$ cat config.mk
export PLATFORM = sky130hd
export DESIGN_NAME = rvg_front
export DESIGN_NICKNAME = d
export VERILOG_FILES = /design/src/hdl/rvg_pkg.sv /design/src/hdl/rvg_front.sv
export SDC_FILE = /design/constraint.sdc
export NUM_CORES = 1
export LEC_CHECK = 0
export BUFFER_PORTS_ARGS = -buffer_cell sky130_fd_sc_hd__buf_4
export CAP_MARGIN = 20
export CORE_ASPECT_RATIO = 1.25
export CORE_MARGIN = 2
export CORE_UTILIZATION = 40
export CTS_CLUSTER_SIZE = 12
export DETAILED_ROUTE_END_ITERATION = 8
export GPL_ROUTABILITY_DRIVEN = 0
export PLACE_DENSITY = 0.69
export SLEW_MARGIN = 20
export SYNTH_ARGS = -nofsm -noshare
export SYNTH_HDL_FRONTEND = slang
export SYNTH_SLANG_ARGS = --single-unit
$ cat constraint.sdc
create_clock -name clock -period 10.63 [get_ports clock]
set_input_delay 1.063 -clock clock [delete_from_list [all_inputs] [get_ports clock]]
set_output_delay 1.063 -clock clock [all_outputs]
set_load 0.01 [all_outputs]
$ cat src/hdl/rvg_pkg.sv
`timescale 1ns / 1ps
// ----------------------------------------------------------------------------
// rvg_pkg: shared types and constants
// Command codes, draw widths, the queue entry and the sequencer states of the
// permutation random generator.
// ----------------------------------------------------------------------------
package rvg_pkg;

   localparam int KEY_BYTES_DEFAULT      = 64;
   localparam int SCHEDULE_STEPS_DEFAULT = 768;
   localparam int TABLE_SIZE             = 256;
   localparam int QUEUE_DEPTH            = 2;
   localparam int KEY_ADDR_W             = 9;
   localparam int REQ_DATA_W             = 88;
   localparam int VALUE_W                = 64;

   // Operation codes as they arrive on the request tuser.
   localparam logic [1:0] OP_LOAD   = 2'd0;
   localparam logic [1:0] OP_SCHED  = 2'd1;
   localparam logic [1:0] OP_DRAW   = 2'd2;
   localparam logic [1:0] OP_UNUSED = 2'd3;

   // Draw width codes as they arrive on the request tdata. The spare code
   // draws 64 bits like the 64-bit code.
   localparam logic [1:0] DW_CODE_8   = 2'd0;
   localparam logic [1:0] DW_CODE_32  = 2'd1;
   localparam logic [1:0] DW_CODE_64  = 2'd2;
   localparam logic [1:0] DW_CODE_ALT = 2'd3;

   typedef enum logic [1:0] {
      CMD_LOAD,
      CMD_SCHED,
      CMD_DRAW
   } cmd_kind_type;

   typedef enum logic [1:0] {
      DW_8,
      DW_32,
      DW_64
   } draw_width_type;

   typedef struct packed {
      cmd_kind_type            kind;
      logic [KEY_ADDR_W-1:0]   key_addr;
      logic [7:0]              key_byte;
      draw_width_type          width;
      logic [VALUE_W-1:0]      range;
   } cmd_type;

   typedef struct packed {
      logic busy;
      logic done;
   } mod_stat_type;

   typedef enum logic [4:0] {
      ST_IDLE,
      ST_FILL,
      ST_KA,
      ST_KB,
      ST_KC,
      ST_KD,
      ST_KE,
      ST_LIMWAIT,
      ST_BA,
      ST_BB,
      ST_BC,
      ST_BD,
      ST_BE,
      ST_BF,
      ST_BG,
      ST_CHECK,
      ST_MODWAIT,
      ST_DONE
   } state_type;

endpackage

$ cat src/hdl/rvg_front.sv
`timescale 1ns / 1ps
// ----------------------------------------------------------------------------
// rvg_front: request decode and command queue
// Classifies request words, drops those that do nothing and queues the rest.
// ----------------------------------------------------------------------------
module rvg_front
   import rvg_pkg::*;
#(
   parameter int KEY_BYTES = KEY_BYTES_DEFAULT
) (
   input  logic                  clock,
   input  logic                  reset,
   input  logic                  req_tvalid,
   output logic                  req_tready,
   input  logic [REQ_DATA_W-1:0] req_tdata,
   input  logic [1:0]            req_tuser,
   output logic                  cmd_valid,
   input  logic                  cmd_ready,
   output cmd_type               cmd
);

   cmd_type    queue_ff [QUEUE_DEPTH];
   logic       wr_ptr_ff, wr_ptr_in;
   logic       rd_ptr_ff, rd_ptr_in;
   logic [1:0] count_ff, count_in;
   cmd_type    entry;
   logic       keep;
   logic       push, pop;

   logic       key_set;
   logic [5:0] key_index;

   assign key_set   = req_tdata[0];
   assign key_index = req_tdata[6:1];

   always_comb begin
      entry          = '0;
      keep           = 1'b0;
      entry.key_byte = req_tdata[14:7];
      entry.range    = req_tdata[80:17];
      entry.key_addr = key_set ? KEY_ADDR_W'(KEY_BYTES) + KEY_ADDR_W'(key_index)
                               : KEY_ADDR_W'(key_index);
      unique case (req_tdata[16:15])
         DW_CODE_8:  entry.width = DW_8;
         DW_CODE_32: entry.width = DW_32;
         default:    entry.width = DW_64;
      endcase
      unique case (req_tuser)
         OP_LOAD: begin
            entry.kind = CMD_LOAD;
            keep       = (32'(key_index) < KEY_BYTES);
         end
         OP_SCHED: begin
            entry.kind = CMD_SCHED;
            keep       = 1'b1;
         end
         OP_DRAW: begin
            entry.kind = CMD_DRAW;
            keep       = 1'b1;
         end
         default: begin
            entry.kind = CMD_LOAD;
            keep       = 1'b0;
         end
      endcase
   end

   assign req_tready = (count_ff != 2'(QUEUE_DEPTH));
   assign push       = req_tvalid && req_tready && keep;
   assign cmd_valid  = (count_ff != 2'd0);
   assign pop        = cmd_valid && cmd_ready;
   assign cmd        = queue_ff[rd_ptr_ff];

   always_comb begin
      wr_ptr_in = push ? ~wr_ptr_ff : wr_ptr_ff;
      rd_ptr_in = pop ? ~rd_ptr_ff : rd_ptr_ff;
      count_in  = count_ff + 2'(push) - 2'(pop);
   end

   always_ff @(posedge clock) begin
      if (reset) begin
         wr_ptr_ff <= 1'b0;
         rd_ptr_ff <= 1'b0;
         count_ff  <= 2'd0;
      end else begin
         wr_ptr_ff <= wr_ptr_in;
         rd_ptr_ff <= rd_ptr_in;
         count_ff  <= count_in;
      end
      if (push) begin
         queue_ff[wr_ptr_ff] <= entry;
      end
   end

endmodule

==> results of run 1 <==
==> registers in the layout, summed over array words and instances, names as in the netlist, named ones only <==
register   flops
count_ff       2
queue_ff     166
rd_ptr_ff      1
wr_ptr_ff      1
==> layer usage <==
metal	wire length [um]	GRT usage	vias to the layer above
li1	-	-	1515
met1	4280	0.141	1602
met3	768	0.0531	16
met5	0	0	-
met2	5850	0.234	110
met4	216	0.0602	0
==> cell families (layout without fill, tap and decap cells) <==
| logic type | after synthesis | count (layout) |
|---|---|---|
| XOR/XNOR | 2 | 2 |
| other | 1 | 2 |
| buffers and inverters | 12 | 206 |
| flip-flops | 171 | 171 |
| adder cells (fa/ha/maj) | 1 | 1 |
| AO/OA/AOI/OAI | 5 | 5 |
| AND/OR/NAND/NOR | 20 | 20 |
| multiplexers | 84 | 84 |
==> area by class of cell <==
| class | count | area [um2] | area share |
|---|---|---|---|
| Multi-Input combinational cell | 114 | 1130 | 0.135 |
| Clock buffer | 20 | 437 | 0.0521 |
| Timing Repair Buffer | 174 | 1310 | 0.156 |
| Tap cell | 212 | 265 | 0.0317 |
| Clock inverter | 12 | 148 | 0.0176 |
| Sequential cell | 171 | 5090 | 0.607 |
==> final timing paths <==
| path | start | end | slack [ns] |
|---|---|---|---|
| worst min-delay path | rd_ptr_ff | flop | 0.51 |
| worst max register to register | count_ff[0] | queue_ff[0][58] | 8.16 |
| worst max-delay path | flop | cmd[61] | 7.27 |
| worst min register to register | rd_ptr_ff | flop | 0.51 |
==> metrics by stage <==
step / util / setup slack [ns] / cell area [um2]
6_report: 0.543 / 7.27 / 8380
5_1_grt: 0.543 / 7.11 / 8380
4_1_cts: 0.543 / 7.21 / 8380
3_5_place_dp: 0.505 / 7.20 / 7790
3_3_place_gp: 0.505 / 7.27 / 7790
2_1_floorplan: - / 5.26 / 6270
==> power groups by stage <==
stage,Clock (uW),Combinational (uW),Sequential [uW]
after detailed placement,0,360,859
after floorplan,0,202,843
after CTS,622,363,845
after global placement,0,356,854
after global routing,646,383,851
final,606,353,843
==> placed cells by master (no fill, tap or decap), types with 2 or more instances in the layout <==
cell / Yosys / routed
buf_4: 2 / 174
edfxtp_1: 166 / 166
mux2_2: 81 / 81
clkbuf_16: 0 / 17
nor2b_1: 6 / 6
nor2_1: 6 / 5
dfxtp_1: 5 / 4
nand2_1: 3 / 3
clkbuf_1: 3 / 3
bufinv_16: 0 / 3
clkinv_1: 0 / 3
mux2_1: 2 / 2
xor2_1: 2 / 2
a21oi_1: 2 / 2
conb_1: 1 / 2
clkinv_2: 0 / 2
clkinv_4: 0 / 2
==> worst reg2reg max path: stages (launching register included) <==
cell and delay, ns:
dfxtp_1 0.42, nand2b_1 0.20, nand2_1 0.13, nor2_4 0.49
buf_4 0.79
==> metrics.cfg, run 1 <==
[global_route]
antenna_found_initial=0
grt_max_degree=77
grt_pass1_vias=3454
track_usage=0.134
grt_pass1_wl_um=16600
gr-total-overflow=0

[setup_path]
crit_path_max_incr_delay_ns=0.67
cp-end-kind=primary output
path_cells=buf_4 > mux2_2 > buf_4
required_ns=9.57
crit_buf_inv=2
critPathMaxFanout=46
arrival_ns=2.30
critPathKind=reg2out
reg2reg_depth=4
slowest_stage=dfxtp_4
cpMostUsedCell=buf_4
worst-path-stages=3
crit_family=buffers and inverters
critPathLaunchType=flop

[die]
rows=51
start_util=0.406
die_w_um=116
die_area_um2=16700
pin_count=181
core-area_um2=15400
die_y_um=144

[timing]
fin_tns_setup_ns=0
fin_crit_ns=3.36
slew_headroom=0.311
holdWs_ns=0.506
skew_ns=0.00373
final_hold_viol_count=0
rsz0062_at_grt=false
maxSlewViolCount=0
setup_viol=0
fin_crit_sh=0.316
clock.fmax_mhz=298
worst_pin_slew_ns=1.03

[cts]
clk_latency_ns=0.41
cts_tree=done
clock_path_buffers=2
post_cts_buffers=0
h-tree-depth=4
postCtsHoldBufs=0
cts_buffers=17
cts_resized=0
cts-root-buf=clkbuf_16
clk_pin_slew_ns=0.06
cts_sinks=171

[outcome]
status=finished clean

[job]
drv_cap=0

[route]
dr.pass1.iters=4
via_count=3243
routed_via_density=4.61
wl_um=11100
routedWlPerCell_um=15.8
ant_nets=0
drt_iter0_drc=213
drc=0

[logic_synthesis]
yosysMostFrequentCell=edfxtp_1
yosys_warnings=0
syn_inst=296
synthTopCellsByCount=edfxtp_1, mux2_2, buf_2
synth_top_family_by_area=multiplexers
synth_cell_type_count=23
synth_mux_area_frac=0.152
ys_ff_latch=171
synth_adder_area_share=0.00200
yosysTopAreaCell=edfxtp_1
async_flop_share=0
synth_edf_count=166
synth_top_cell_area_share=0.796
synth_compound_area_frac=0.00539
synth-main-ff-cell=edfxtp_1
yosysSeqAreaShare=0.812
synthTopCellsByArea=edfxtp_1, mux2_2, dfxtp_1
avgSynthCellArea_um2=21.2
synthSimpleGateAreaFrac=0.0162
syn_area_um2=6260
synth_xor_area_frac=0.00280

[placed_design]
post-place-cells=671
hpwl_um=7180
io_buffers=171

[pwr]
leakage_uw=0.00309
p_seq_frac=0.468
clkPwrFrac=0.336
internal_power_uw=1380
power_frac_comb=0.196
switchingPower_uw=425
power_density_nw_per_um2=215
switching_share=0.236
power.total_uw=1800
ir_drop_uv=141

[layout]
final_nets=573
area_growth_syn_to_layout_pct=33.8
layout.cells.non_filler=703
nFillCells=1266
antenna_cells=0
drive_gt1_frac=0.585

[hold_path]
holdCritPathClass=reg2reg
hold_depth=2

No activity file was read; power rests on OpenSTA's default activity.
==> inputs of run 2 (changes only) <==
--- a/config.mk
+++ b/config.mk
@@ -13,7 +13,7 @@
 export CTS_CLUSTER_SIZE = 12
 export DETAILED_ROUTE_END_ITERATION = 8
 export GPL_ROUTABILITY_DRIVEN = 0
-export PLACE_DENSITY = 0.69
+export PLACE_DENSITY = 0.72
 export SLEW_MARGIN = 20
 export SYNTH_ARGS = -nofsm -noshare
 export SYNTH_HDL_FRONTEND = slang
==> constraint.sdc (replaced) <==
create_clock -name clock -period 2.9 [get_ports clock]
set_input_delay 0.29 -clock clock [delete_from_list [all_inputs] [get_ports clock]]
set_output_delay 0.29 -clock clock [all_outputs]
set_load 0.01 [all_outputs]
==> run 2 against run 1 <==
Compared with the run above:
- via count fell by 0.96%
- combinational power rose to 3.8 times the previous value
- largest power group unchanged
- final cell count rose by 0.28%
- critical path depth did not move
- first-iteration DRC count fell by 55%
- critical path type unchanged
- total power rose to 3.7 times the previous value
==> metrics.cfg, run 2 (synthesized netlist as in run 1, its figures left out) <==
[outcome]
status=finished clean

[die]
die_area_um2=16700
pin_count=181
die_w_um=116
start_util=0.406
core-area_um2=15400
die_y_um=144
rows=51

[layout]
layout_commonest_cell=buf_4
drive_gt1_frac=0.588
regMostFlops=queue_ff
area_growth_syn_to_layout_pct=34.6
final_nets=575
final_util=0.546
antenna_cells=0
mostFrequentLayoutCells=buf_4, edfxtp_1, mux2_2
nFillCells=1263
final_area_um2=8430
reg_top3=queue_ff (166), count_ff (2)
largest_reg_flops=166

[setup_path]
crit_family=flip-flops
crit_buf_inv=2
cp-end-kind=primary output
path_cells=buf_12 > mux2_2 > buf_4
critPathLaunchType=flop
r2r_start=count_ff[0]
required_ns=2.61
critPathMaxFanout=51
critPathKind=reg2out
arrival_ns=1.98
slowest_stage=dfxtp_4
crit_path_max_incr_delay_ns=0.65

[timing]
fin_crit_sh=0.782
final_hold_viol_count=0
skew_ns=0.00620
worst_pin_slew_ns=0.544
rsz0062_at_grt=false
slew_headroom=0.637
fin_crit_ns=2.27
setup_viol=0
setup_ws_ns=0.633
clock.fmax_mhz=441
fin_tns_setup_ns=0
maxSlewViolCount=0

[cts]
cts_sinks=171
cts_buffers=17
cts-root-buf=clkbuf_16
post_cts_buffers=0
clock_path_buffers=2
cts_tree=done
postCtsHoldBufs=0
clk_pin_slew_ns=0.06
h-tree-depth=4
clk_latency_ns=0.41
cts_resized=0

[route]
dr.pass1.iters=4
wl_um=11100
routed_via_density=4.56
drc=0
drt_iter0_drc=96
via_count=3212
ant_nets=0
routedWlPerCell_um=15.8

[placed_design]
placed_area_um2=7850
dp_worst_setup_slack_ns=0.893
hpwl_um=7270
io_buffers=171

[global_route]
grt_max_degree=57
grt_pass1_vias=3382
grt_pass1_wl_um=16200
gr-total-overflow=0
track_usage=0.131
antenna_found_initial=0

[job]
drv_cap=0

[pwr]
leakage_uw=0.00311
power_density_nw_per_um2=787
ir_drop_uv=460

[hold_path]
min_from=req_tdata[35]
holdCritPathClass=in2reg

-- run 2: final cells by class --
cell class / count / area (um2) / share of cell area
tap: 212 / 265 / 0.0315
clock buffer: 21 / 440 / 0.0522
sequential: 171 / 5090 / 0.603
multi-input combinational: 114 / 1130 / 0.135
timing repair buffer: 176 / 1360 / 0.161
clock inverter: 11 / 145 / 0.0172
-- run 2: through the flow --
stage | power [uW] | hold slack, ns | std cells
6_report | 6630 | 0.0587 | 705
5_1_grt | 6920 | 0.0286 | 705
4_1_cts | 6730 | 0.0318 | 705
3_5_place_dp | 4490 | 0.477 | 673
3_3_place_gp | 4450 | 0.475 | 673
2_1_floorplan | 3820 | 0.362 | 297
-- run 2: metal layers --
layer,vias to the layer above,part of all wire,GRT usage
met5,-,0,0
met4,0,0.014,0.0564
met3,11,0.069,0.0569
met2,110,0.55,0.233
met1,1569,0.37,0.134
li1,1522,-,-
-- run 2: final timing paths --
check,endpoint,slack [ns],depth (start not counted)
max,cmd[35],0.63,3
min,queue_ff[0][18],0.06,1
max reg2reg,queue_ff[1][8],1.00,3
min reg2reg,flop,0.50,2
-- run 2: power breakdown --
group	leakage, uW	switching (uW)	internal [uW]
sequential	0.00158	106	2980
combinational	0.00125	589	742
clock	0.000279	867	1350
total	0.00311	1560	5070
==> inputs of run 3 (changes only) <==
--- a/config.mk
+++ b/config.mk
@@ -13,7 +13,7 @@
 export CTS_CLUSTER_SIZE = 12
 export DETAILED_ROUTE_END_ITERATION = 8
 export GPL_ROUTABILITY_DRIVEN = 0
-export PLACE_DENSITY = 0.72
+export PLACE_DENSITY = 0.69
 export SLEW_MARGIN = 20
 export SYNTH_ARGS = -nofsm -noshare
 export SYNTH_HDL_FRONTEND = slang
==> constraint.sdc (replaced) <==
create_clock -name clock -period 2.2 [get_ports clock]
set_input_delay 0.22 -clock clock [delete_from_list [all_inputs] [get_ports clock]]
set_output_delay 0.22 -clock clock [all_outputs]
set_load 0.01 [all_outputs]
==> run 3 against run 2 <==
Compared with the run above:
- utilization rose by 5.3 points
- design area grew 9.7%
- via count up 11%
- clock skew is 0.00085 ns higher
- non-clock buffer count up 83
- critical path depth stayed put
- first-iteration DRC count is 31% higher
- largest cell class unchanged
==> metrics.cfg, run 3 (synthesized netlist as in run 1, its figures left out) <==
[timing]
setup_ws_ns=0.382
final_hold_viol_count=0
fin_crit_ns=1.82
fin_crit_sh=0.826
clock.fmax_mhz=550
setup_viol=0
rsz0062_at_grt=false
skew_ns=0.00705
maxSlewViolCount=0

[setup_path]
critPathMaxFanout=47
critPathKind=reg2out
cp-end-kind=primary output
reg2reg_depth=4
crit_path_max_incr_delay_ns=0.39
slowest_stage=mux2_2
path_cells=buf_12 > mux2_2 > buf_4
critPathLaunchType=flop
arrival_ns=1.60
r2r_slack_ns=0.65
required_ns=1.98
r2r_start=count_ff[0]
r2r_end=queue_ff[0][64]

[pwr]
p_seq_frac=0.456
switchingPower_uw=2120
internal_power_uw=6670
power_density_nw_per_um2=951
switching_share=0.241
ir_drop_uv=530
power_frac_comb=0.225
clkPwrFrac=0.319
power.total_uw=8790
leakage_uw=0.00345

[die]
die_area_um2=16700
core-area_um2=15400
start_util=0.406
rows=51
die_w_um=116
die_y_um=144
pin_count=181

[cts]
clock_path_buffers=2
cts_buffers=17
postCtsHoldBufs=81
clk_pin_slew_ns=0.06
post_cts_buffers=0
cts_sinks=171
cts-root-buf=clkbuf_16
clk_latency_ns=0.41
cts_tree=done
cts_resized=0
h-tree-depth=4

[layout]
reg_top3=queue_ff (166), count_ff (2)
antenna_cells=0
layout_commonest_cell=buf_4
regMostFlops=queue_ff
final_area_um2=9250
area.sequential_um2=5090
mostFrequentLayoutCells=buf_4, edfxtp_1, mux2_2, dlygate4sd3_1, clkbuf_16
drive_gt1_frac=0.513
final_util=0.599
multi_input_area_um2=1150
nFillCells=1179
final_nets=658
area_growth_syn_to_layout_pct=47.6
largest_reg_flops=166

[route]
dr.pass1.iters=4
routedWlPerCell_um=15.9
routed_via_density=4.55
ant_nets=0
via_count=3581
drt_iter0_drc=126
wl_um=12500
drc=0

[global_route]
grt_max_degree=51
grt_pass1_wl_um=19000
gr-total-overflow=0
track_usage=0.153
antenna_found_initial=0
grt_pass1_vias=3912

[job]
drv_cap=0

[hold_path]
holdCritPathClass=in2reg
min_from=req_tuser[0]
hold_depth=2
min_to=queue_ff[0][83]

[placed_design]
dp_worst_setup_slack_ns=0.463
placed_area_um2=7880
hpwl_um=7530
io_buffers=171

[outcome]
status=finished clean

[run 3: worst max path at each step]
stage | from | endpoint | slack [ns]
3_5_place_dp | req_tuser[0] | queue_ff[0][39] | 0.46
5_1_grt | flop | cmd[66] | 0.31
3_3_place_gp | req_tuser[1] | queue_ff[0][35] | 0.51
2_1_floorplan | count_ff[0] | queue_ff[0][0] | -0.03
6_report | flop | cmd[24] | 0.38
4_1_cts | flop | cmd[35] | 0.34
[run 3: metrics by stage]
step / hold WS (ns) / instances / TNS, ns
6_report: 0.114 / 787 / 0
5_1_grt: 0.106 / 787 / 0
4_1_cts: 0.0979 / 787 / 0
3_5_place_dp: 0.407 / 675 / 0
3_3_place_gp: 0.406 / 675 / 0
2_1_floorplan: 0.284 / 297 / -2.84
[run 3: layer usage]
metal	GRT usage	vias up	part of all wire
met5	0	-	0
met4	0.0482	0	0.011
met3	0.0515	10	0.057
met2	0.288	112	0.57
met1	0.157	1774	0.37
li1	-	1685	-
[run 3: critical path: cells and delay by family, from the launching register on]
family | cells | cell delay, ns
DFF | 1 | 0.37
muxes | 1 | 0.39
buffers and inverters | 2 | 0.42
[run 3: area by class of cell]
class | instances | area share
flip-flops and latches | 171 | 0.550
repair buffers | 259 | 0.236
clock inverters | 13 | 0.0139
multi-input cells | 114 | 0.124
clock buffers | 18 | 0.0464
well taps | 212 | 0.0287
[run 3: power by group through the flow]
stage / logic, uW / clock network (uW) / registers [uW]
finish: 1980 / 2800 / 4010
global route: 2140 / 3000 / 4040
CTS: 2010 / 2880 / 4010
detailed placement: 1880 / 0 / 4080
global placement: 1860 / 0 / 4060
floorplan: 991 / 0 / 4050
