### config.mk
export PLATFORM = sky130hd
export DESIGN_NAME = rvg_back
export DESIGN_NICKNAME = d
export VERILOG_FILES = /design/src/hdl/rvg_pkg.sv /design/src/hdl/rvg_ram.sv /design/src/hdl/rvg_mod.sv /design/src/hdl/rvg_back.sv
export SDC_FILE = /design/constraint.sdc
export NUM_CORES = 2
export LEC_CHECK = 0
export BUFFER_PORTS_ARGS = -buffer_cell sky130_fd_sc_hd__buf_2
export CAP_MARGIN = 20
export CORE_MARGIN = 2
export CORE_UTILIZATION = 40
export DETAILED_ROUTE_END_ITERATION = 8
export PLACE_DENSITY_LB_ADDON = 0.12
export SLEW_MARGIN = 20
export SYNTH_ARGS = -nofsm -noshare
export SYNTH_HDL_FRONTEND = slang
export SYNTH_SLANG_ARGS = --single-unit
### constraint.sdc
create_clock -name clock -period 16.22 [get_ports clock]
set_input_delay 0.811 -clock clock [delete_from_list [all_inputs] [get_ports clock]]
set_output_delay 0.811 -clock clock [all_outputs]
set_load 0.005 [all_outputs]
### src/hdl/rvg_pkg.sv
`timescale 1ns / 1ps
// ----------------------------------------------------------------------------
// rvg_pkg: shared types and constants
// Command codes, draw widths, the queue entry and the sequencer states of the
// permutation random generator.
// ----------------------------------------------------------------------------
package rvg_pkg;

   localparam int KEY_BYTES_DEFAULT      = 64;
   localparam int SCHEDULE_STEPS_DEFAULT = 768;
   localparam int TABLE_SIZE             = 256;
   localparam int QUEUE_DEPTH            = 2;
   localparam int KEY_ADDR_W             = 9;
   localparam int REQ_DATA_W             = 88;
   localparam int VALUE_W                = 64;

   // Operation codes as they arrive on the request tuser.
   localparam logic [1:0] OP_LOAD   = 2'd0;
   localparam logic [1:0] OP_SCHED  = 2'd1;
   localparam logic [1:0] OP_DRAW   = 2'd2;
   localparam logic [1:0] OP_UNUSED = 2'd3;

   // Draw width codes as they arrive on the request tdata. The spare code
   // draws 64 bits like the 64-bit code.
   localparam logic [1:0] DW_CODE_8   = 2'd0;
   localparam logic [1:0] DW_CODE_32  = 2'd1;
   localparam logic [1:0] DW_CODE_64  = 2'd2;
   localparam logic [1:0] DW_CODE_ALT = 2'd3;

   typedef enum logic [1:0] {
      CMD_LOAD,
      CMD_SCHED,
      CMD_DRAW
   } cmd_kind_type;

   typedef enum logic [1:0] {
      DW_8,
      DW_32,
      DW_64
   } draw_width_type;

   typedef struct packed {
      cmd_kind_type            kind;
      logic [KEY_ADDR_W-1:0]   key_addr;
      logic [7:0]              key_byte;
      draw_width_type          width;
      logic [VALUE_W-1:0]      range;
   } cmd_type;

   typedef struct packed {
      logic busy;
      logic done;
   } mod_stat_type;

   typedef enum logic [4:0] {
      ST_IDLE,
      ST_FILL,
      ST_KA,
      ST_KB,
      ST_KC,
      ST_KD,
      ST_KE,
      ST_LIMWAIT,
      ST_BA,
      ST_BB,
      ST_BC,
      ST_BD,
      ST_BE,
      ST_BF,
      ST_BG,
      ST_CHECK,
      ST_MODWAIT,
      ST_DONE
   } state_type;

endpackage

### src/hdl/rvg_ram.sv
`timescale 1ns / 1ps
// ----------------------------------------------------------------------------
// rvg_ram: generic single-write, single-read RAM
// One write port and one read port; read data is registered.
// ----------------------------------------------------------------------------
module rvg_ram #(
   parameter int WIDTH = 8,
   parameter int DEPTH = 256
) (
   input  logic                     clock,
   input  logic                     wr_en,
   input  logic [$clog2(DEPTH)-1:0] wr_addr,
   input  logic [WIDTH-1:0]         wr_data,
   input  logic [$clog2(DEPTH)-1:0] rd_addr,
   output logic [WIDTH-1:0]         rd_data
);

   logic [WIDTH-1:0] mem_ff [DEPTH];
   logic [WIDTH-1:0] rd_data_ff;

   always_ff @(posedge clock) begin
      if (wr_en) begin
         mem_ff[wr_addr] <= wr_data;
      end
      rd_data_ff <= mem_ff[rd_addr];
   end

   assign rd_data = rd_data_ff;

endmodule

### src/hdl/rvg_mod.sv
`timescale 1ns / 1ps
// ----------------------------------------------------------------------------
// rvg_mod: iterative 64-bit remainder unit
// Restoring division, one dividend bit per cycle.
// ----------------------------------------------------------------------------
module rvg_mod
   import rvg_pkg::*;
(
   input  logic               clock,
   input  logic               reset,
   input  logic               start,
   input  logic [VALUE_W-1:0] dividend,
   input  logic [VALUE_W-1:0] divisor,
   output mod_stat_type       stat,
   output logic [VALUE_W-1:0] remainder
);

   logic [VALUE_W-1:0] num_ff, num_in;
   logic [VALUE_W-1:0] den_ff, den_in;
   logic [VALUE_W-1:0] rem_ff, rem_in;
   logic [6:0]         cnt_ff, cnt_in;
   logic               busy_ff, busy_in;
   logic               done_ff, done_in;
   logic [VALUE_W:0]   trial;

   always_comb begin
      num_in  = num_ff;
      den_in  = den_ff;
      rem_in  = rem_ff;
      cnt_in  = cnt_ff;
      busy_in = busy_ff;
      done_in = 1'b0;
      trial   = {rem_ff, num_ff[VALUE_W-1]};
      if (start) begin
         num_in  = dividend;
         den_in  = divisor;
         rem_in  = '0;
         cnt_in  = 7'(VALUE_W);
         busy_in = 1'b1;
      end else if (busy_ff) begin
         if (trial >= {1'b0, den_ff}) begin
            rem_in = VALUE_W'(trial - {1'b0, den_ff});
         end else begin
            rem_in = VALUE_W'(trial);
         end
         num_in = num_ff << 1;
         cnt_in = cnt_ff - 7'd1;
         if (cnt_ff == 7'd1) begin
            busy_in = 1'b0;
            done_in = 1'b1;
         end
      end
   end

   always_ff @(posedge clock) begin
      if (reset) begin
         busy_ff <= 1'b0;
         done_ff <= 1'b0;
         cnt_ff  <= '0;
      end else begin
         busy_ff <= busy_in;
         done_ff <= done_in;
         cnt_ff  <= cnt_in;
      end
      num_ff <= num_in;
      den_ff <= den_in;
      rem_ff <= rem_in;
   end

   assign stat.busy = busy_ff;
   assign stat.done = done_ff;
   assign remainder = rem_ff;

endmodule

### src/hdl/rvg_back.sv
`timescale 1ns / 1ps
// ----------------------------------------------------------------------------
// rvg_back: permutation sequencer
// Runs key loads, the key schedule and draws against the table RAM, with
// rejection sampling and reduction through the remainder unit.
// ----------------------------------------------------------------------------
module rvg_back
   import rvg_pkg::*;
#(
   parameter int KEY_BYTES      = KEY_BYTES_DEFAULT,
   parameter int SCHEDULE_STEPS = SCHEDULE_STEPS_DEFAULT
) (
   input  logic               clock,
   input  logic               reset,
   input  logic               cmd_valid,
   output logic               cmd_ready,
   input  cmd_type            cmd,
   output logic               out_valid,
   input  logic               out_ready,
   output logic [VALUE_W-1:0] out_value
);

   localparam int KAW = $clog2(2 * KEY_BYTES);
   localparam int KCW = (KEY_BYTES > 1) ? $clog2(KEY_BYTES) : 1;
   localparam int LW  = $clog2(SCHEDULE_STEPS);

   state_type          state_ff, state_in;
   logic [7:0]         i_ff, i_in;
   logic [7:0]         j_ff, j_in;
   logic [7:0]         pi_ff, pi_in;
   logic [7:0]         pj_ff, pj_in;
   logic [7:0]         fill_ff, fill_in;
   logic [LW-1:0]      l_ff, l_in;
   logic [KCW-1:0]     kidx_ff, kidx_in;
   logic               set_ff, set_in;
   logic [2:0]         nbyte_ff, nbyte_in;
   logic [2:0]         last_ff, last_in;
   logic               ranged_ff, ranged_in;
   draw_width_type     width_ff, width_in;
   logic [VALUE_W-1:0] rng_ff, rng_in;
   logic [VALUE_W-1:0] lim_ff, lim_in;
   logic [VALUE_W-1:0] val_ff, val_in;
   logic [VALUE_W-1:0] res_ff, res_in;
   logic               out_valid_ff, out_valid_in;
   logic [VALUE_W-1:0] out_value_ff, out_value_in;

   logic               p_we;
   logic [7:0]         p_waddr, p_wdata, p_raddr, p_rdata;
   logic               k_we;
   logic [KAW-1:0]     k_waddr, k_raddr;
   logic [7:0]         k_rdata;

   logic               mod_start;
   logic [VALUE_W-1:0] mod_num, mod_den, mod_rem;
   mod_stat_type       mod_stat;

   logic [VALUE_W-1:0] cmd_rng;

   rvg_ram #(.WIDTH(8), .DEPTH(TABLE_SIZE)) u_perm_ram (
      .clock   (clock),
      .wr_en   (p_we),
      .wr_addr (p_waddr),
      .wr_data (p_wdata),
      .rd_addr (p_raddr),
      .rd_data (p_rdata)
   );

   rvg_ram #(.WIDTH(8), .DEPTH(2 * KEY_BYTES)) u_key_ram (
      .clock   (clock),
      .wr_en   (k_we),
      .wr_addr (k_waddr),
      .wr_data (cmd.key_byte),
      .rd_addr (k_raddr),
      .rd_data (k_rdata)
   );

   rvg_mod u_mod (
      .clock     (clock),
      .reset     (reset),
      .start     (mod_start),
      .dividend  (mod_num),
      .divisor   (mod_den),
      .stat      (mod_stat),
      .remainder (mod_rem)
   );

   assign cmd_rng = (cmd.width == DW_32) ? {32'b0, cmd.range[31:0]} : cmd.range;
   assign k_waddr = KAW'(cmd.key_addr);
   assign k_raddr = set_ff ? KAW'(KEY_BYTES) + KAW'(kidx_ff) : KAW'(kidx_ff);

   always_comb begin
      state_in     = state_ff;
      i_in         = i_ff;
      j_in         = j_ff;
      pi_in        = pi_ff;
      pj_in        = pj_ff;
      fill_in      = fill_ff;
      l_in         = l_ff;
      kidx_in      = kidx_ff;
      set_in       = set_ff;
      nbyte_in     = nbyte_ff;
      last_in      = last_ff;
      ranged_in    = ranged_ff;
      width_in     = width_ff;
      rng_in       = rng_ff;
      lim_in       = lim_ff;
      val_in       = val_ff;
      res_in       = res_ff;
      out_valid_in = out_valid_ff && !out_ready;
      out_value_in = out_value_ff;
      cmd_ready    = 1'b0;
      p_we         = 1'b0;
      p_waddr      = i_ff;
      p_wdata      = pj_ff;
      p_raddr      = i_ff;
      k_we         = 1'b0;
      mod_start    = 1'b0;
      mod_num      = val_ff;
      mod_den      = rng_ff;

      unique case (state_ff)
         ST_IDLE: begin
            cmd_ready = 1'b1;
            if (cmd_valid) begin
               unique case (cmd.kind)
                  CMD_LOAD: begin
                     k_we = 1'b1;
                  end
                  CMD_SCHED: begin
                     fill_in  = 8'd0;
                     state_in = ST_FILL;
                  end
                  default: begin
                     width_in  = cmd.width;
                     rng_in    = cmd_rng;
                     val_in    = '0;
                     nbyte_in  = 3'd0;
                     lim_in    = '0;
                     ranged_in = (cmd.width != DW_8) && (cmd_rng != '0);
                     unique case (cmd.width)
                        DW_8:    last_in = 3'd0;
                        DW_32:   last_in = 3'd3;
                        default: last_in = 3'd7;
                     endcase
                     if ((cmd.width != DW_8) && (cmd_rng != '0)) begin
                        // Largest multiple of the range: 2^n - (2^n mod range).
                        mod_start = 1'b1;
                        mod_den   = cmd_rng;
                        mod_num   = (cmd.width == DW_32)
                                    ? {32'b0, 32'(32'd0 - cmd.range[31:0])}
                                    : (64'd0 - cmd.range);
                        state_in  = ST_LIMWAIT;
                     end else begin
                        state_in = ST_BA;
                     end
                  end
               endcase
            end
         end
         ST_FILL: begin
            p_we    = 1'b1;
            p_waddr = fill_ff;
            p_wdata = fill_ff;
            fill_in = fill_ff + 8'd1;
            if (fill_ff == 8'hFF) begin
               l_in     = '0;
               kidx_in  = '0;
               set_in   = 1'b0;
               state_in = ST_KA;
            end
         end
         ST_KA: begin
            p_raddr  = l_ff[7:0];
            i_in     = l_ff[7:0];
            state_in = ST_KB;
         end
         ST_KB: begin
            pi_in    = p_rdata;
            p_raddr  = j_ff + p_rdata + k_rdata;
            state_in = ST_KC;
         end
         ST_KC: begin
            j_in     = p_rdata;
            p_raddr  = p_rdata;
            state_in = ST_KD;
         end
         ST_KD: begin
            p_we     = 1'b1;
            p_waddr  = i_ff;
            p_wdata  = p_rdata;
            state_in = ST_KE;
         end
         ST_KE: begin
            p_we    = 1'b1;
            p_waddr = j_ff;
            p_wdata = pi_ff;
            l_in    = l_ff + LW'(1);
            kidx_in = (32'(kidx_ff) == KEY_BYTES - 1) ? '0 : kidx_ff + KCW'(1);
            state_in = ST_KA;
            if (l_ff == LW'(SCHEDULE_STEPS - 1)) begin
               l_in    = '0;
               kidx_in = '0;
               if (!set_ff) begin
                  set_in = 1'b1;
               end else begin
                  i_in     = 8'd0;
                  state_in = ST_IDLE;
               end
            end
         end
         ST_LIMWAIT: begin
            if (mod_stat.done) begin
               lim_in   = (width_ff == DW_32) ? {32'b0, 32'(32'd0 - mod_rem[31:0])}
                                              : (64'd0 - mod_rem);
               state_in = ST_BA;
            end
         end
         ST_BA: begin
            p_raddr  = i_ff;
            state_in = ST_BB;
         end
         ST_BB: begin
            pi_in    = p_rdata;
            p_raddr  = j_ff + p_rdata;
            state_in = ST_BC;
         end
         ST_BC: begin
            j_in     = p_rdata;
            p_raddr  = p_rdata;
            state_in = ST_BD;
         end
         ST_BD: begin
            pj_in    = p_rdata;
            p_raddr  = p_rdata;
            state_in = ST_BE;
         end
         ST_BE: begin
            p_raddr  = p_rdata + 8'd1;
            state_in = ST_BF;
         end
         ST_BF: begin
            val_in   = val_ff | (VALUE_W'(p_rdata) << {nbyte_ff, 3'b000});
            p_we     = 1'b1;
            p_waddr  = i_ff;
            p_wdata  = pj_ff;
            state_in = ST_BG;
         end
         ST_BG: begin
            p_we     = 1'b1;
            p_waddr  = j_ff;
            p_wdata  = pi_ff;
            i_in     = i_ff + 8'd1;
            nbyte_in = nbyte_ff + 3'd1;
            state_in = (nbyte_ff == last_ff) ? ST_CHECK : ST_BA;
         end
         ST_CHECK: begin
            if (!ranged_ff) begin
               res_in   = val_ff;
               state_in = ST_DONE;
            end else if ((lim_ff != '0) && (val_ff >= lim_ff)) begin
               val_in   = '0;
               nbyte_in = 3'd0;
               state_in = ST_BA;
            end else begin
               mod_start = 1'b1;
               state_in  = ST_MODWAIT;
            end
         end
         ST_MODWAIT: begin
            if (mod_stat.done) begin
               res_in   = mod_rem;
               state_in = ST_DONE;
            end
         end
         ST_DONE: begin
            if (!out_valid_ff) begin
               out_valid_in = 1'b1;
               out_value_in = res_ff;
               state_in     = ST_IDLE;
            end
         end
         default: begin
            state_in = ST_IDLE;
         end
      endcase
   end

   always_ff @(posedge clock) begin
      if (reset) begin
         state_ff     <= ST_IDLE;
         i_ff         <= 8'd0;
         j_ff         <= 8'd0;
         out_valid_ff <= 1'b0;
      end else begin
         state_ff     <= state_in;
         i_ff         <= i_in;
         j_ff         <= j_in;
         out_valid_ff <= out_valid_in;
      end
      pi_ff        <= pi_in;
      pj_ff        <= pj_in;
      fill_ff      <= fill_in;
      l_ff         <= l_in;
      kidx_ff      <= kidx_in;
      set_ff       <= set_in;
      nbyte_ff     <= nbyte_in;
      last_ff      <= last_in;
      ranged_ff    <= ranged_in;
      width_ff     <= width_in;
      rng_ff       <= rng_in;
      lim_ff       <= lim_in;
      val_ff       <= val_in;
      res_ff       <= res_in;
      out_value_ff <= out_value_in;
   end

   assign out_valid = out_valid_ff;
   assign out_value = out_value_ff;

   // The remainder unit is never restarted while it is still working.
   a_mod_start_idle: assert property (@(posedge clock) disable iff (reset)
      mod_start |-> !mod_stat.busy)
      else $error("remainder unit started while busy");

   // A finished draw waits while the output register still holds a word.
   a_done_holds: assert property (@(posedge clock) disable iff (reset)
      (state_ff == ST_DONE && out_valid_ff && !out_ready) |=> (state_ff == ST_DONE))
      else $error("result left before output register was free");

   // The end of the key schedule leaves i cleared.
   a_sched_clears_i: assert property (@(posedge clock) disable iff (reset)
      ($past(state_ff) == ST_KE && state_ff == ST_IDLE) |-> (i_ff == 8'd0))
      else $error("i not cleared after key schedule");

endmodule

==> reports/summary.log <==
qor: outcome.run_status finished clean
qor: timing.min_period_over_period 0.459
qor: placement.dp.final_hpwl 287 mm
qor: timing.tightestPinTransition 1.30 ns
qor: synth.sequential_element_share_of_the_synthesized_area 0.704
qor: finish.fillCellCount 34214
qor: grt.globalRouteTotalUtil 0.239
qor: synth.yosys-top-cells-area edfxtp_1, mux4_2, nand2_1, nor2_1, a21oi_1
qor: synth.synth-async-reset-ratio 0
qor: power_and_ir_drop.power_per_cell_area 203 mW/mm2
qor: clock_network.clock-sinks 3680
qor: clock_network.cts_hold_buf 0
qor: synth.synth_warn 0
qor: critical_path.cp.arrival 8.23 ns
qor: critical_path.critPathBufInv 4
qor: synth.synth.top_cell.area_share 0.690
qor: floorplanning.fp.dieArea 0.393 mm2
qor: critical_path.worst_path_dominant_cell_family simple AND/OR/NAND/NOR gates
qor: critical_path.timing.critical_path.fanout_max 31
qor: finish.seqCellArea 0.109 mm2
qor: timing.slew_headroom 0.134
qor: timing.post-route-min-period 7.44 ns
qor: grt.grt_pass1_wl 684 mm
qor: clock_network.postCtsSetupRepairBufs 0
qor: drt.routed-via-count 96112
qor: clock_network.clockRootBuffer clkbuf_16
qor: finish.final-instance-count-excl-fill 16505
qor: critical_path.cp-end-kind flip-flop
qor: critical_path.critical_path.cell_chain buf_4 > ha_1 > inv_1 > fa_1 > xnor2_1 > ha_1 > xnor2_1 > and3_1 > a2111o_1 > a221o_4 > nor2_4 > buf_4 > buf_4 > a32oi_1 > o21ai_0 > a22oi_1 > and3_1 > nor3_1 > a2111oi_2
qor: finish.multiInputGateArea 0.0427 mm2
qor: floorplanning.die_x 627 um
qor: grt.antenna_found_initial 38
qor: grt.global_route.overflow_total 0
qor: floorplanning.std_cell_rows 228
qor: critical_path.worstSetupStartpointType flip-flop
qor: finish.areaGrowthSynthToFinish 12.4%
qor: power_and_ir_drop.ir_drop 332 uV
qor: grt.vias_in_the_first_global_route 93767
qor: critical_path.cp_slowest_stage_delay 0.81 ns
qor: critical_path.worst-endpoint-required 17.01 ns
qor: timing.setup-tns-final 0 ns
qor: clock_network.clock_tree.buffer_depth 4
qor: synth.synthTopCellsByCount edfxtp_1, nand2_1, nor2_1, a21oi_1, nand3_1
qor: timing.max_freq 0.134 GHz
qor: synth.synthesis.instances 10947
qor: timing.rsz0062_at_grt no
qor: synth.synth_top_cell_by_area edfxtp_1
qor: critical_path.timing.critical_path.mode_cell buf_4
qor: synth.netlist-cell-type-count 108
qor: clock_network.worst_skew_pair.late_latency 0.97 ns
qor: drt.totalWireLength 479 mm
qor: drt.dr.first_iter.drc_count 10550
qor: synth.yosysMostFrequentCell edfxtp_1
qor: synth.synthesis.nets 11191
qor: synth.synth.avg_cell_area 14.2 um2
qor: job.max-cap-violations 0
qor: clock_network.tritoncts.num_buffers 392
qor: drt.drcViolationCount 0
qor: clock_network.cts_repair_resize_count 0
qor: floorplanning.coreArea 0.386 mm2
qor: placement.place.detailed.instances 15769
qor: floorplanning.floorplan.initialDensity 0.402
qor: synth.edff_count_synth 3569
qor: critical_path.crit_slowest_cell nor2_4
qor: timing.clock-skew-final 0.0396 ns
qor: drt.detail_route.first_pass.iterations 6
qor: drt.vias_per_inst 5.82
qor: placement.numPortBuffers 152
qor: drt.wire_length_per_cell_after_detailed_routing 29.0 um
qor: timing.maxSlewViolCount 0
qor: clock_network.path_clk_slew 0.06 ns
qor: floorplanning.fp.dieH 627 um
qor: finish.final_layout_size_suffix_gt1_frac 0.130
qor: critical_path.critical_path_class reg2reg
qor: clock_network.cts_tree built
qor: synth.synth_area 0.155 mm2
qor: floorplanning.io-pin-count 155
qor: timing.finalHoldViolations 0
qor: timing.final-setup-viol-count 0
qor: synth.yosys_most_used_dff edfxtp_1
qor: clock_network.clock_tree.htree_level_count 5
qor: drt.drtAntennaViolNets 0
qor: min_path.holdCritPathClass in2reg
qor: finish.fin_nets 11235
qor: placement.gp_congestion 0.892
qor: grt.grt_max_degree 205
qor: power_and_ir_drop.static-leakage-power 0.0587 uW
qor: synth.synth.ff_latch_count 3680
path summary, 6_finish.rpt:
check | from | to | slack [ns] | cells past startpoint
max | u_perm_ram.rd_data[0] | u_perm_ram.rd_data[5] | 8.78 | 19
min | cmd[20] | rng_ff[20] | 0.10 | 1
max reg2reg | u_perm_ram.rd_data[0] | u_perm_ram.rd_data[5] | 8.78 | 19
min reg2reg | res_ff[4] | out_value[4] | 0.42 | 0
stage by stage:
stage | total power (uW) | hold WS [ns] | instance area, um2 | util | setup WS [ns]
2_1_floorplan | 20600 | 0.400 | 155000 | - | 5.94
3_3_place_gp | 26200 | 0.407 | 162000 | 0.418 | 8.78
3_5_place_dp | 26400 | 0.405 | 162000 | 0.419 | 8.82
4_1_cts | 35400 | 0.0222 | 175000 | 0.452 | 8.81
5_1_grt | 36700 | 0.0719 | 175000 | 0.452 | 8.68
6_report | 35400 | 0.102 | 175000 | 0.452 | 8.78
cells in the final DEF, fill, tap and decap left out, types with 74 or more instances in the layout:
cell          n
inv_1       179
a311oi_1    159
buf_2       145
edfxtp_1   3569
buf_4       177
a21o_1       77
mux4_2      337
xor2_1      101
a21oi_1     491
nand2_1    1717
ha_1        152
and3_1      186
mux2_2      106
mux2i_1     236
clkinv_1     94
nand3_1     442
a31oi_1     132
o21ai_0     126
clkbuf_16   396
nor3_1      112
a211oi_1    160
clkinv_2     74
nor2_1      899
a32oi_1      80
dfxtp_1     107
xnor2_1     101
registers in the layout, summed over array words and instances (netlist names), 10 cells and up:
signal and flops:
l_ff 10, lim_ff 64, out_value 64, res_ff 64
rng_ff 64, u_key_ram.mem_ff 1024, u_mod.den_ff 64, u_mod.num_ff 64
u_mod.remainder 64, u_perm_ram.mem_ff 2048, val_ff 64
report_power, final:
| part | leakage (uW) | internal [uW] | switching (uW) |
|---|---|---|---|
| Clock | 0.00628 | 5250 | 3790 |
| Combinational | 0.0193 | 3720 | 10300 |
| Sequential | 0.0332 | 11700 | 592 |
final cells by class:
| type | count | share of cell area |
|---|---|---|
| Sequential cell | 3680 | 0.626 |
| Clock buffer | 468 | 0.0586 |
| Inverter | 182 | 0.00391 |
| Tap cell | 5175 | 0.0371 |
| Antenna cell | 10 | 0.000143 |
| Timing Repair Buffer | 346 | 0.0145 |
| Clock inverter | 255 | 0.0151 |
| Multi-Input combinational cell | 6389 | 0.244 |
cells by family after synthesis:
kind of cell,share of synthesized area
simple gates,0.105
flops,0.704
compound gates,0.0709
buf+inv,0.0242
mux,0.0717
xor+xnor,0.0114
fa+ha+maj,0.0126
per-layer routing:
| metal | GRT usage | vias up | routed length (um) |
|---|---|---|---|
| met3 | 0.0364 | 669 | 35300 |
| li1 | - | 41863 | - |
| met1 | 0.342 | 49781 | 207000 |
| met4 | 0.0650 | 2 | 13300 |
| met5 | 0 | - | 11 |
| met2 | 0.379 | 3797 | 223000 |
No activity file was read; power rests on OpenSTA's default activity.
